## src/rtl/gar_pkg.sv

```systemverilog
// shared types, codes and helpers for the gamepad action repeater
package gar_pkg;

  localparam int KEY_BITS   = 17;
  localparam int AXIS_W     = 16;
  localparam int MAG_W      = 15;
  localparam int TIME_W     = 32;
  localparam int MS_W       = 16;
  localparam int CFG_ADDR_W = 2;
  localparam int CFG_DATA_W = 16;
  localparam int BTN_N      = 8;
  localparam int BTN_IDX_W  = 3;
  localparam int FIFO_DEPTH = 2;
  localparam int FIFO_PTR_W = 1;
  localparam int FIFO_CNT_W = 2;

  localparam logic [CFG_ADDR_W-1:0] CFG_DEADZONE  = 2'd0;
  localparam logic [CFG_ADDR_W-1:0] CFG_NEUTRAL   = 2'd1;
  localparam logic [CFG_ADDR_W-1:0] CFG_INIT_DLY  = 2'd2;
  localparam logic [CFG_ADDR_W-1:0] CFG_REP_INTVL = 2'd3;

  localparam logic [MAG_W-1:0] DEADZONE_RST  = 15'd18000;
  localparam logic [MAG_W-1:0] NEUTRAL_RST   = 15'd9830;
  localparam logic [MS_W-1:0]  INIT_DLY_RST  = 16'd400;
  localparam logic [MS_W-1:0]  REP_INTVL_RST = 16'd100;

  localparam logic [AXIS_W-1:0] AXIS_BAD = 16'h8000;

  localparam logic [3:0] ACT_NONE     = 4'd0;
  localparam logic [3:0] ACT_ACCEPT   = 4'd1;
  localparam logic [3:0] ACT_BACK     = 4'd2;
  localparam logic [3:0] ACT_FAVORITE = 4'd3;
  localparam logic [3:0] ACT_ERASE    = 4'd4;
  localparam logic [3:0] ACT_SUBMIT   = 4'd5;
  localparam logic [3:0] ACT_QUICK    = 4'd6;
  localparam logic [3:0] ACT_PREVTAB  = 4'd7;
  localparam logic [3:0] ACT_NEXTTAB  = 4'd8;
  localparam logic [3:0] ACT_LEFT     = 4'd9;
  localparam logic [3:0] ACT_RIGHT    = 4'd10;
  localparam logic [3:0] ACT_UP       = 4'd11;
  localparam logic [3:0] ACT_DOWN     = 4'd12;

  localparam logic [2:0] DIR_NONE  = 3'd0;
  localparam logic [2:0] DIR_LEFT  = 3'd1;
  localparam logic [2:0] DIR_RIGHT = 3'd2;
  localparam logic [2:0] DIR_UP    = 3'd3;
  localparam logic [2:0] DIR_DOWN  = 3'd4;

  typedef struct packed {
    logic [BTN_N-1:0] btn;
    logic             dir_vld;
    logic [3:0]       dir_code;
    logic             dir_rep;
    logic             chg;
    logic             rej;
  } plan_t;

  // button slots: key bits 0..5, then back (8) and start (9)
  function automatic logic [3:0] btn_code(input logic [BTN_IDX_W-1:0] idx);
    logic [3:0] c;
    unique case (idx)
      3'd0: c = ACT_BACK;
      3'd1: c = ACT_ACCEPT;
      3'd2: c = ACT_FAVORITE;
      3'd3: c = ACT_ERASE;
      3'd4: c = ACT_PREVTAB;
      3'd5: c = ACT_NEXTTAB;
      3'd6: c = ACT_QUICK;
      3'd7: c = ACT_SUBMIT;
      default: c = ACT_NONE;
    endcase
    return c;
  endfunction

  function automatic logic [3:0] dir_action(input logic [2:0] dir);
    logic [3:0] c;
    unique case (dir)
      DIR_LEFT:  c = ACT_LEFT;
      DIR_RIGHT: c = ACT_RIGHT;
      DIR_UP:    c = ACT_UP;
      DIR_DOWN:  c = ACT_DOWN;
      default:   c = ACT_NONE;
    endcase
    return c;
  endfunction

  function automatic logic [MAG_W-1:0] axis_mag(input logic signed [AXIS_W-1:0] v);
    logic [AXIS_W-1:0] a;
    a = v[AXIS_W-1] ? (~v + 1'b1) : v;
    return a[MAG_W-1:0];
  endfunction

  function automatic logic [BTN_IDX_W-1:0] low_idx(input logic [BTN_N-1:0] m);
    logic [BTN_IDX_W-1:0] r;
    r = '0;
    for (int i = BTN_N - 1; i >= 0; i--) begin
      if (m[i]) r = BTN_IDX_W'(i);
    end
    return r;
  endfunction

endpackage

```

## src/rtl/gar_front.sv

```systemverilog
// front end: config registers, sample classification and pad state
module gar_front (
  input  logic                                 clk,
  input  logic                                 rst_n,
  input  logic                                 cfg_we,
  input  logic [gar_pkg::CFG_ADDR_W-1:0]       cfg_addr,
  input  logic [gar_pkg::CFG_DATA_W-1:0]       cfg_wdata,
  input  logic                                 accept,
  input  logic                                 in_func,
  input  logic [gar_pkg::KEY_BITS-1:0]         in_keys,
  input  logic signed [gar_pkg::AXIS_W-1:0]    in_stick_left_x,
  input  logic signed [gar_pkg::AXIS_W-1:0]    in_stick_left_y,
  input  logic signed [gar_pkg::AXIS_W-1:0]    in_stick_right_x,
  input  logic signed [gar_pkg::AXIS_W-1:0]    in_stick_right_y,
  input  logic [gar_pkg::TIME_W-1:0]           in_now_ms,
  output logic                                 plan_push,
  output gar_pkg::plan_t                       plan
);
  import gar_pkg::*;

  logic [MAG_W-1:0]    deadzone_r, neutral_r;
  logic [MS_W-1:0]     init_dly_r, rep_intvl_r;

  logic [KEY_BITS-1:0] prev_keys_r;
  logic [15:0]         rep_keys_r;
  logic [AXIS_W-1:0]   rep_ax_r [4];
  logic                has_rep_r, waiting_r, repeating_r;
  logic [2:0]          held_r;
  logic [TIME_W-1:0]   start_r;

  logic [AXIS_W-1:0]   ax [4];
  logic                rej, chg, neutral, dir_change, dir_rep_fire;
  logic [KEY_BITS-1:0] pressed;
  logic [MAG_W-1:0]    mx, my;
  logic [2:0]          stick_dir, held;
  logic [TIME_W-1:0]   elapsed, limit;

  always_comb begin
    ax[0] = in_stick_left_x;
    ax[1] = in_stick_left_y;
    ax[2] = in_stick_right_x;
    ax[3] = in_stick_right_y;
    rej = 1'b0;
    chg = !has_rep_r || (rep_keys_r != in_keys[15:0]);
    neutral = (in_keys == '0);
    for (int i = 0; i < 4; i++) begin
      if (ax[i] == AXIS_BAD) rej = 1'b1;
      if (ax[i] != rep_ax_r[i]) chg = 1'b1;
      if (axis_mag(ax[i]) >= neutral_r) neutral = 1'b0;
    end
    pressed = in_keys & ~prev_keys_r;

    mx = axis_mag(in_stick_left_x);
    my = axis_mag(in_stick_left_y);
    if (mx < deadzone_r && my < deadzone_r) stick_dir = DIR_NONE;
    else if (mx > my) stick_dir = in_stick_left_x[AXIS_W-1] ? DIR_LEFT : DIR_RIGHT;
    else stick_dir = in_stick_left_y[AXIS_W-1] ? DIR_UP : DIR_DOWN;

    priority if (in_keys[12]) held = DIR_LEFT;
    else if (in_keys[13]) held = DIR_RIGHT;
    else if (in_keys[10]) held = DIR_UP;
    else if (in_keys[11]) held = DIR_DOWN;
    else held = stick_dir;

    elapsed = in_now_ms - start_r;
    limit = repeating_r ? TIME_W'(rep_intvl_r) : TIME_W'(init_dly_r);
    dir_change = !waiting_r && (held != held_r);
    dir_rep_fire = !waiting_r && (held == held_r) && (held != DIR_NONE) &&
                   (elapsed >= limit);

    plan.rej      = rej;
    plan.chg      = rej ? 1'b0 : chg;
    plan.btn      = (rej || waiting_r) ? '0 : {pressed[9:8], pressed[5:0]};
    plan.dir_vld  = !rej && ((dir_change && held != DIR_NONE) || dir_rep_fire);
    plan.dir_code = dir_action(held);
    plan.dir_rep  = dir_rep_fire;
    plan_push     = accept && !in_func;
  end

  always_ff @(posedge clk) begin
    if (!rst_n) begin
      deadzone_r  <= DEADZONE_RST;
      neutral_r   <= NEUTRAL_RST;
      init_dly_r  <= INIT_DLY_RST;
      rep_intvl_r <= REP_INTVL_RST;
    end else if (cfg_we) begin
      unique case (cfg_addr)
        CFG_DEADZONE:  deadzone_r  <= cfg_wdata[MAG_W-1:0];
        CFG_NEUTRAL:   neutral_r   <= cfg_wdata[MAG_W-1:0];
        CFG_INIT_DLY:  init_dly_r  <= cfg_wdata;
        CFG_REP_INTVL: rep_intvl_r <= cfg_wdata;
        default: ;
      endcase
    end
  end

  always_ff @(posedge clk) begin
    if (!rst_n) begin
      prev_keys_r <= '0;
      rep_keys_r  <= '0;
      for (int i = 0; i < 4; i++) rep_ax_r[i] <= '0;
      has_rep_r   <= 1'b0;
      waiting_r   <= 1'b0;
      repeating_r <= 1'b0;
      held_r      <= DIR_NONE;
      start_r     <= '0;
    end else if (accept) begin
      if (in_func) begin
        waiting_r   <= 1'b1;
        held_r      <= DIR_NONE;
        repeating_r <= 1'b0;
      end else if (!rej) begin
        prev_keys_r <= in_keys;
        if (chg) begin
          has_rep_r  <= 1'b1;
          rep_keys_r <= in_keys[15:0];
          for (int i = 0; i < 4; i++) rep_ax_r[i] <= ax[i];
        end
        if (waiting_r) begin
          if (neutral) waiting_r <= 1'b0;
        end else if (dir_change) begin
          held_r      <= held;
          repeating_r <= 1'b0;
          start_r     <= in_now_ms;
        end else if (dir_rep_fire) begin
          repeating_r <= 1'b1;
          start_r     <= in_now_ms;
        end
      end
    end
  end

endmodule

```

## src/rtl/gar_fifo.sv

```systemverilog
// short plan queue between front and back end
module gar_fifo (
  input  logic           clk,
  input  logic           rst_n,
  input  logic           push,
  input  gar_pkg::plan_t wdata,
  output logic           full,
  input  logic           pop,
  output logic           vld,
  output gar_pkg::plan_t rdata
);
  import gar_pkg::*;

  plan_t                 mem [FIFO_DEPTH];
  logic [FIFO_PTR_W-1:0] wr_ptr_r, rd_ptr_r;
  logic [FIFO_CNT_W-1:0] cnt_r;

  assign full  = (cnt_r == FIFO_CNT_W'(FIFO_DEPTH));
  assign vld   = (cnt_r != '0);
  assign rdata = mem[rd_ptr_r];

  always_ff @(posedge clk) begin
    if (push) mem[wr_ptr_r] <= wdata;
  end

  always_ff @(posedge clk) begin
    if (!rst_n) begin
      wr_ptr_r <= '0;
      rd_ptr_r <= '0;
      cnt_r    <= '0;
    end else begin
      if (push) wr_ptr_r <= wr_ptr_r + 1'b1;
      if (pop)  rd_ptr_r <= rd_ptr_r + 1'b1;
      unique case ({push, pop})
        2'b10:   cnt_r <= cnt_r + 1'b1;
        2'b01:   cnt_r <= cnt_r - 1'b1;
        default: cnt_r <= cnt_r;
      endcase
    end
  end

endmodule

```

## src/rtl/gar_back.sv

```systemverilog
// back end: unrolls one plan into result words, one per cycle while the output is popped
module gar_back (
  input  logic           clk,
  input  logic           rst_n,
  input  logic           plan_vld,
  input  gar_pkg::plan_t plan,
  output logic           plan_pop,
  input  logic           pop,
  output logic           empty,
  output logic [3:0]     out_action_code,
  output logic           out_is_repeat,
  output logic           out_state_changed,
  output logic           out_rejected,
  output logic           out_last
);
  import gar_pkg::*;

  plan_t      cur_r, cur_nxt;
  logic       cur_vld_r;
  logic       out_vld_r;
  logic [3:0] code;
  logic       rep, last, emit;
  logic [BTN_N-1:0] btn_rest;

  always_comb begin
    btn_rest = cur_r.btn & (cur_r.btn - 1'b1);
    cur_nxt  = cur_r;
    if (cur_r.btn != '0) begin
      code = btn_code(low_idx(cur_r.btn));
      rep  = 1'b0;
      last = (btn_rest == '0) && !cur_r.dir_vld;
      cur_nxt.btn = btn_rest;
    end else if (cur_r.dir_vld) begin
      code = cur_r.dir_code;
      rep  = cur_r.dir_rep;
      last = 1'b1;
      cur_nxt.dir_vld = 1'b0;
    end else begin
      code = ACT_NONE;
      rep  = 1'b0;
      last = 1'b1;
    end
    emit     = cur_vld_r && (!out_vld_r || pop);
    plan_pop = plan_vld && (!cur_vld_r || (emit && last));
  end

  assign empty = !out_vld_r;

  always_ff @(posedge clk) begin
    if (!rst_n) begin
      cur_vld_r <= 1'b0;
      out_vld_r <= 1'b0;
    end else begin
      if (plan_pop) cur_vld_r <= 1'b1;
      else if (emit && last) cur_vld_r <= 1'b0;
      if (emit) out_vld_r <= 1'b1;
      else if (pop) out_vld_r <= 1'b0;
    end
  end

  always_ff @(posedge clk) begin
    if (plan_pop) cur_r <= plan;
    else if (emit) cur_r <= cur_nxt;
    if (emit) begin
      out_action_code   <= code;
      out_is_repeat     <= rep;
      out_state_changed <= cur_r.chg;
      out_rejected      <= cur_r.rej;
      out_last          <= last;
    end
  end

endmodule

```

## src/rtl/gamepad_action_repeater_core.sv

```systemverilog
// Gamepad action repeater: takes polled pad samples (or a suppress command) and
// emits action words with typematic repeat of the held direction. The front end
// accepts one sample per cycle while its two-entry plan queue has room; sample
// state updates in that cycle. The back end writes one result word per cycle
// while its output is taken; a sample gives max(1, newly pressed mapped buttons +
// one direction event if any) words, at most 9; that serializer sets the sustained
// rate; suppress gives no word. Config is written only while idle, user-enforced.
module gamepad_action_repeater_core (
  input  logic                              clk,
  input  logic                              rst_n,
  input  logic                              cfg_we,
  input  logic [gar_pkg::CFG_ADDR_W-1:0]    cfg_addr,
  input  logic [gar_pkg::CFG_DATA_W-1:0]    cfg_wdata,
  input  logic                              push,
  output logic                              full,
  input  logic                              in_func,
  input  logic [gar_pkg::KEY_BITS-1:0]      in_keys,
  input  logic signed [gar_pkg::AXIS_W-1:0] in_stick_left_x,
  input  logic signed [gar_pkg::AXIS_W-1:0] in_stick_left_y,
  input  logic signed [gar_pkg::AXIS_W-1:0] in_stick_right_x,
  input  logic signed [gar_pkg::AXIS_W-1:0] in_stick_right_y,
  input  logic [gar_pkg::TIME_W-1:0]        in_now_ms,
  output logic                              empty,
  input  logic                              pop,
  output logic [3:0]                        out_action_code,
  output logic                              out_is_repeat,
  output logic                              out_state_changed,
  output logic                              out_rejected,
  output logic                              out_last
);
  import gar_pkg::*;

  logic  accept, plan_push, plan_pop, plan_vld;
  plan_t plan_in, plan_head;

  assign accept = push && !full;

  gar_front u_front (
    .clk, .rst_n, .cfg_we, .cfg_addr, .cfg_wdata,
    .accept, .in_func, .in_keys,
    .in_stick_left_x, .in_stick_left_y, .in_stick_right_x, .in_stick_right_y,
    .in_now_ms, .plan_push, .plan(plan_in)
  );

  gar_fifo u_fifo (
    .clk, .rst_n, .push(plan_push), .wdata(plan_in), .full,
    .pop(plan_pop), .vld(plan_vld), .rdata(plan_head)
  );

  gar_back u_back (
    .clk, .rst_n, .plan_vld, .plan(plan_head), .plan_pop, .pop, .empty,
    .out_action_code, .out_is_repeat, .out_state_changed, .out_rejected, .out_last
  );

  a_rej_word: assert property (@(posedge clk) disable iff (!rst_n)
    (!empty && out_rejected) |-> (out_last && out_action_code == ACT_NONE &&
                                  !out_state_changed && !out_is_repeat))
    else $error("rejected word malformed");

  a_rep_dir: assert property (@(posedge clk) disable iff (!rst_n)
    (!empty && out_is_repeat) |-> (out_action_code >= ACT_LEFT &&
                                   out_action_code <= ACT_DOWN))
    else $error("repeat on non-direction action");

  a_none_last: assert property (@(posedge clk) disable iff (!rst_n)
    (!empty && out_action_code == ACT_NONE) |-> out_last)
    else $error("empty action not last");

  a_queue_order: assert property (@(posedge clk) disable iff (!rst_n)
    (plan_pop |-> plan_vld) and (plan_push |-> !full))
    else $error("plan queue misuse");

endmodule

```

## config.mk

```make
export PLATFORM = sky130hd
export DESIGN_NAME = gamepad_action_repeater_core
export DESIGN_NICKNAME = d
export VERILOG_FILES = /design/src/rtl/gar_pkg.sv /design/src/rtl/gar_front.sv /design/src/rtl/gar_fifo.sv /design/src/rtl/gar_back.sv /design/src/rtl/gamepad_action_repeater_core.sv
export SDC_FILE = /design/constraint.sdc
export NUM_CORES = 1
export LEC_CHECK = 0
export BUFFER_PORTS_ARGS = -buffer_cell sky130_fd_sc_hd__buf_2
export CORE_MARGIN = 2
export CORE_UTILIZATION = 55
export CTS_BUF_LIST = sky130_fd_sc_hd__clkbuf_8
export DETAILED_ROUTE_END_ITERATION = 6
export PLACE_DENSITY_LB_ADDON = 0.3
export REMOVE_ABC_BUFFERS = 1
export SYNTH_ARGS = -nofsm -noshare
export SYNTH_HDL_FRONTEND = slang
export SYNTH_HIERARCHICAL = 1
export SYNTH_SLANG_ARGS = --single-unit
```

## constraint.sdc

```tcl
create_clock -name clk -period 6.35 [get_ports clk]
set_clock_uncertainty 0.1 [all_clocks]
set_input_delay 0.635 -clock clk [delete_from_list [all_inputs] [get_ports clk]]
set_output_delay 0.635 -clock clk [all_outputs]
set_load 0.05 [all_outputs]
```

==> results.ini <==
[synthesis]
syn_avg_cell_area_um2=9.050
synth_edf_count=120
ys_warn_count=6
yosysTopAreaCell=edfxtp_1
synth_top_area_frac=0.2111
yosysSeqAreaShare=0.3648
ys.flop_type=dfxtp_1
synth.area.top_cells=edfxtp_1, dfxtp_1, ha_1
synth_cell_types=91
synth_seq_cells=251
async_flop_share=0
synthCells=1886
syn_area_um2=17070

[routing]
first_iter_violations=1629
routed_wl_um=45440
vias=14630
routed_via_density=6.014
firstDrtPassIters=6
final_antenna_net_count=0
drcViolationCount=0
wl_per_cell_um=18.68

[critical_path]
rr_endpoint=u_front/start_r[1]$_SDFFE_PN0P_
r2r_slack_ns=1.10
end_kind=flop
reg2reg_from=u_front/start_r[0]$_SDFFE_PN0P_
critical_path_arrival_ns=5.63
startpoint_type=flop
reg2regPathDepth=21
critPathKind=flop to flop
critPathMaxFanout=30
crit_path_start=u_front/start_r[0]$_SDFFE_PN0P_
endpoint=u_front/start_r[1]$_SDFFE_PN0P_
required_ns=6.73

[place]
dp.cells=2351
hpwlAfterDp_um=34590
io_buffer_count=146
pre_cts_slack_ns=0.6915
gp_congestion=0.9755

[clocking]
cts_resized=0
hold_buffers=0
clock_latency_ns=0.57
root_buffer=clkbuf_8
cts.path.max_buffers=3
clk_pin_slew_ns=0.06
post_cts_buffers=0
cts_buffers=44
cts_tree=done
cts.sinks=251
cts_max_level=2

[worst_hold_path]
min_path_type=input pin to flop

[sta]
tns_ns=0
worst_slack_ns=1.102
rsz0062_at_grt=no
max_slew.worst_pin.slew_ns=1.156
fin_crit_ns=5.248
finalSetupViolCount=0
finalHoldViolCount=0
fmax_mhz=190.5
timing.final.crit_share=0.8265
drv_slew=0
slew_headroom=0.2256

[floorplan]
ioPinCount=147
die_y_um=180.2
dieArea_um2=32460
num_rows=64
coreArea_um2=30590
die-width_um=180.2
initial_core_util=0.5580

[power]
ir_worst_vdd_mv=0.1512
p_clk_frac=0.265
switching_power_mw=1.923
power_mw=5.349
power_density_nw_per_um2=284.3
power_frac_comb=0.334
netSwitchingFraction=0.3596
p_leak_nw=7.811
internal_power_mw=3.426
seqPwrFrac=0.401

[grt]
grt_pass1_vias=13860
grt_max_degree=90
grt.overflow.total=0
antenna_found_initial=0
grtUsageTotal=0.2708
grt_pass1_wl_um=71910

[cells_and_area]
drive_gt1_frac=0.1311
final_util=0.6150
diodes=0
final_cells=2432
fin_nets=2295
syn_to_final_growth_pct=10.21

[run]
maxCapViolations=0

[run_status]
status=finished, final reports clean

cells in the mapped netlist (42+ instances only):
| cell | n |
|---|---|
| o21ai_0 | 56 |
| a21oi_1 | 123 |
| xor2_1 | 42 |
| edfxtp_1 | 120 |
| mux2i_1 | 76 |
| dfxtp_1 | 131 |
| and3_1 | 71 |
| ha_1 | 156 |
| nor2_1 | 88 |
| xnor2_1 | 93 |
| clkbuf_1 | 61 |
| nand2_1 | 250 |
| inv_1 | 135 |
area by class of cell:
| cell class | count | area (µm²) |
|---|---|---|
| multi-input combinational | 1414 | 9936 |
| clock buffer | 46 | 633.1 |
| inverter | 137 | 514.2 |
| sequential | 251 | 6226 |
| tap | 396 | 495.5 |
| fill | 2691 | 11780 |
| clock inverter | 35 | 209.0 |
| timing repair buffer | 153 | 798.3 |
through the flow:
step                      instance area [µm²]  hold WS (ns)
final                                   18810        0.2283
after global routing                    18810        0.2211
after CTS                               18810        0.2006
after detailed placement                17970        0.3135
after global placement                  17970        0.3073
after floorplan                         16660        0.3003
routing by layer:
layer | vias up | wire (µm) | GRT usage
met3 | 95 | 2930 | 0.03759
met1 | 6944 | 19760 | 0.3659
met2 | 548 | 21220 | 0.4441
li1 | 7039 | - | -
met4 | 0 | 1530 | 0.09774
met5 | - | 0 | 0
state kept, by name, indices dropped and copies added (netlist names), 2 cells and up, named ones only:
| register | cells |
|---|---|
| u_back/out_action_code | 4 |
| u_front/neutral_r | 15 |
| u_front/rep_intvl_r | 16 |
| u_front/prev_keys_r | 8 |
| u_front/start_r | 32 |
| u_front/init_dly_r | 16 |
| u_front/held_r | 3 |
| u_front/rep_keys_r | 16 |
| u_front/rep_ax_r | 64 |
| u_back/cur_nxt | 7 |
| u_fifo/mem | 32 |
| u_back/cur_r | 9 |
| u_front/deadzone_r | 15 |
| u_fifo/cnt_r | 2 |
logic make-up (layout without fill, tap and decap cells):
| group | count (synthesis) | count (layout) | synth area share |
|---|---|---|---|
| and+or+nand+nor | 635 | 635 | 0.1865 |
| muxes | 95 | 95 | 0.05754 |
| DFF | 251 | 251 | 0.3648 |
| adders and majority gates | 157 | 157 | 0.1155 |
| xor gates and xnor gates | 135 | 135 | 0.06927 |
| AOI/OAI and AO/OA | 392 | 392 | 0.1523 |
| buffers and inverters | 221 | 371 | 0.05410 |
cells in the final DEF, fill, tap and decap left out, types with 20 or more instances in the layout:
cell        n
dfxtp_1   131
nor4_1     21
nand2_1   250
and3_1     71
ha_1      156
nand3_1    32
o21a_1     29
a21oi_1   123
inv_1     148
xor2_1     42
clkbuf_8   46
o211ai_1   21
edfxtp_1  120
mux2i_1    76
buf_2     145
o21ai_0    56
nand4_1    39
nor2_1     88
a21o_1     20
xnor2_1    93
how the worst min path moves through the flow:
stage	startpoint	endpoint	slack (ns)	depth (start not counted)
6_report	cfg_wdata[15]	u_front/init_dly_r[15]$_SDFFE_PN0P_	0.23	3
5_1_grt	in_now_ms[26]	u_front/start_r[26]$_SDFFE_PN0P_	0.22	3
4_1_cts	in_now_ms[26]	u_front/start_r[26]$_SDFFE_PN0P_	0.20	3
3_5_place_dp	u_back/cur_nxt[1]$_DFFE_PP_	u_back/out_state_changed$_DFFE_PP_	0.31	0
3_3_place_gp	u_back/cur_nxt[1]$_DFFE_PP_	u_back/out_state_changed$_DFFE_PP_	0.31	0
2_1_floorplan	u_back/cur_nxt[0]$_DFFE_PP_	u_back/out_rejected$_DFFE_PP_	0.30	0
power by group through the flow:
| stage | logic (mW) | clock network (mW) | registers, mW |
|---|---|---|---|
| floorplan | 1.22 | 0 | 2.20 |
| global placement | 1.72 | 0 | 2.16 |
| CTS | 1.78 | 1.45 | 2.14 |
| detailed placement | 1.77 | 0 | 2.18 |
| finish | 1.79 | 1.42 | 2.15 |
| global route | 1.97 | 1.52 | 2.17 |
critical path, cell delays in order (launching register included):
cell and delay, ns:
dfxtp_1 0.33, ha_1 0.17, inv_1 0.06, fa_1 0.40, a21o_1 0.22, a311oi_1 0.38
o21a_1 0.28, o21ai_0 0.16, a21oi_1 0.24, xnor2_1 0.10, ha_1 0.22, a211o_1 0.23
o211ai_1 0.08, o2111ai_1 0.16, nor2_1 0.11, nand4_1 0.10, a2111oi_0 0.49, nand4_1 0.17
nor4_2 0.55, o21ai_4 0.16, buf_12 0.21, mux2i_1 0.21
No activity file was read; power rests on OpenSTA's default activity.
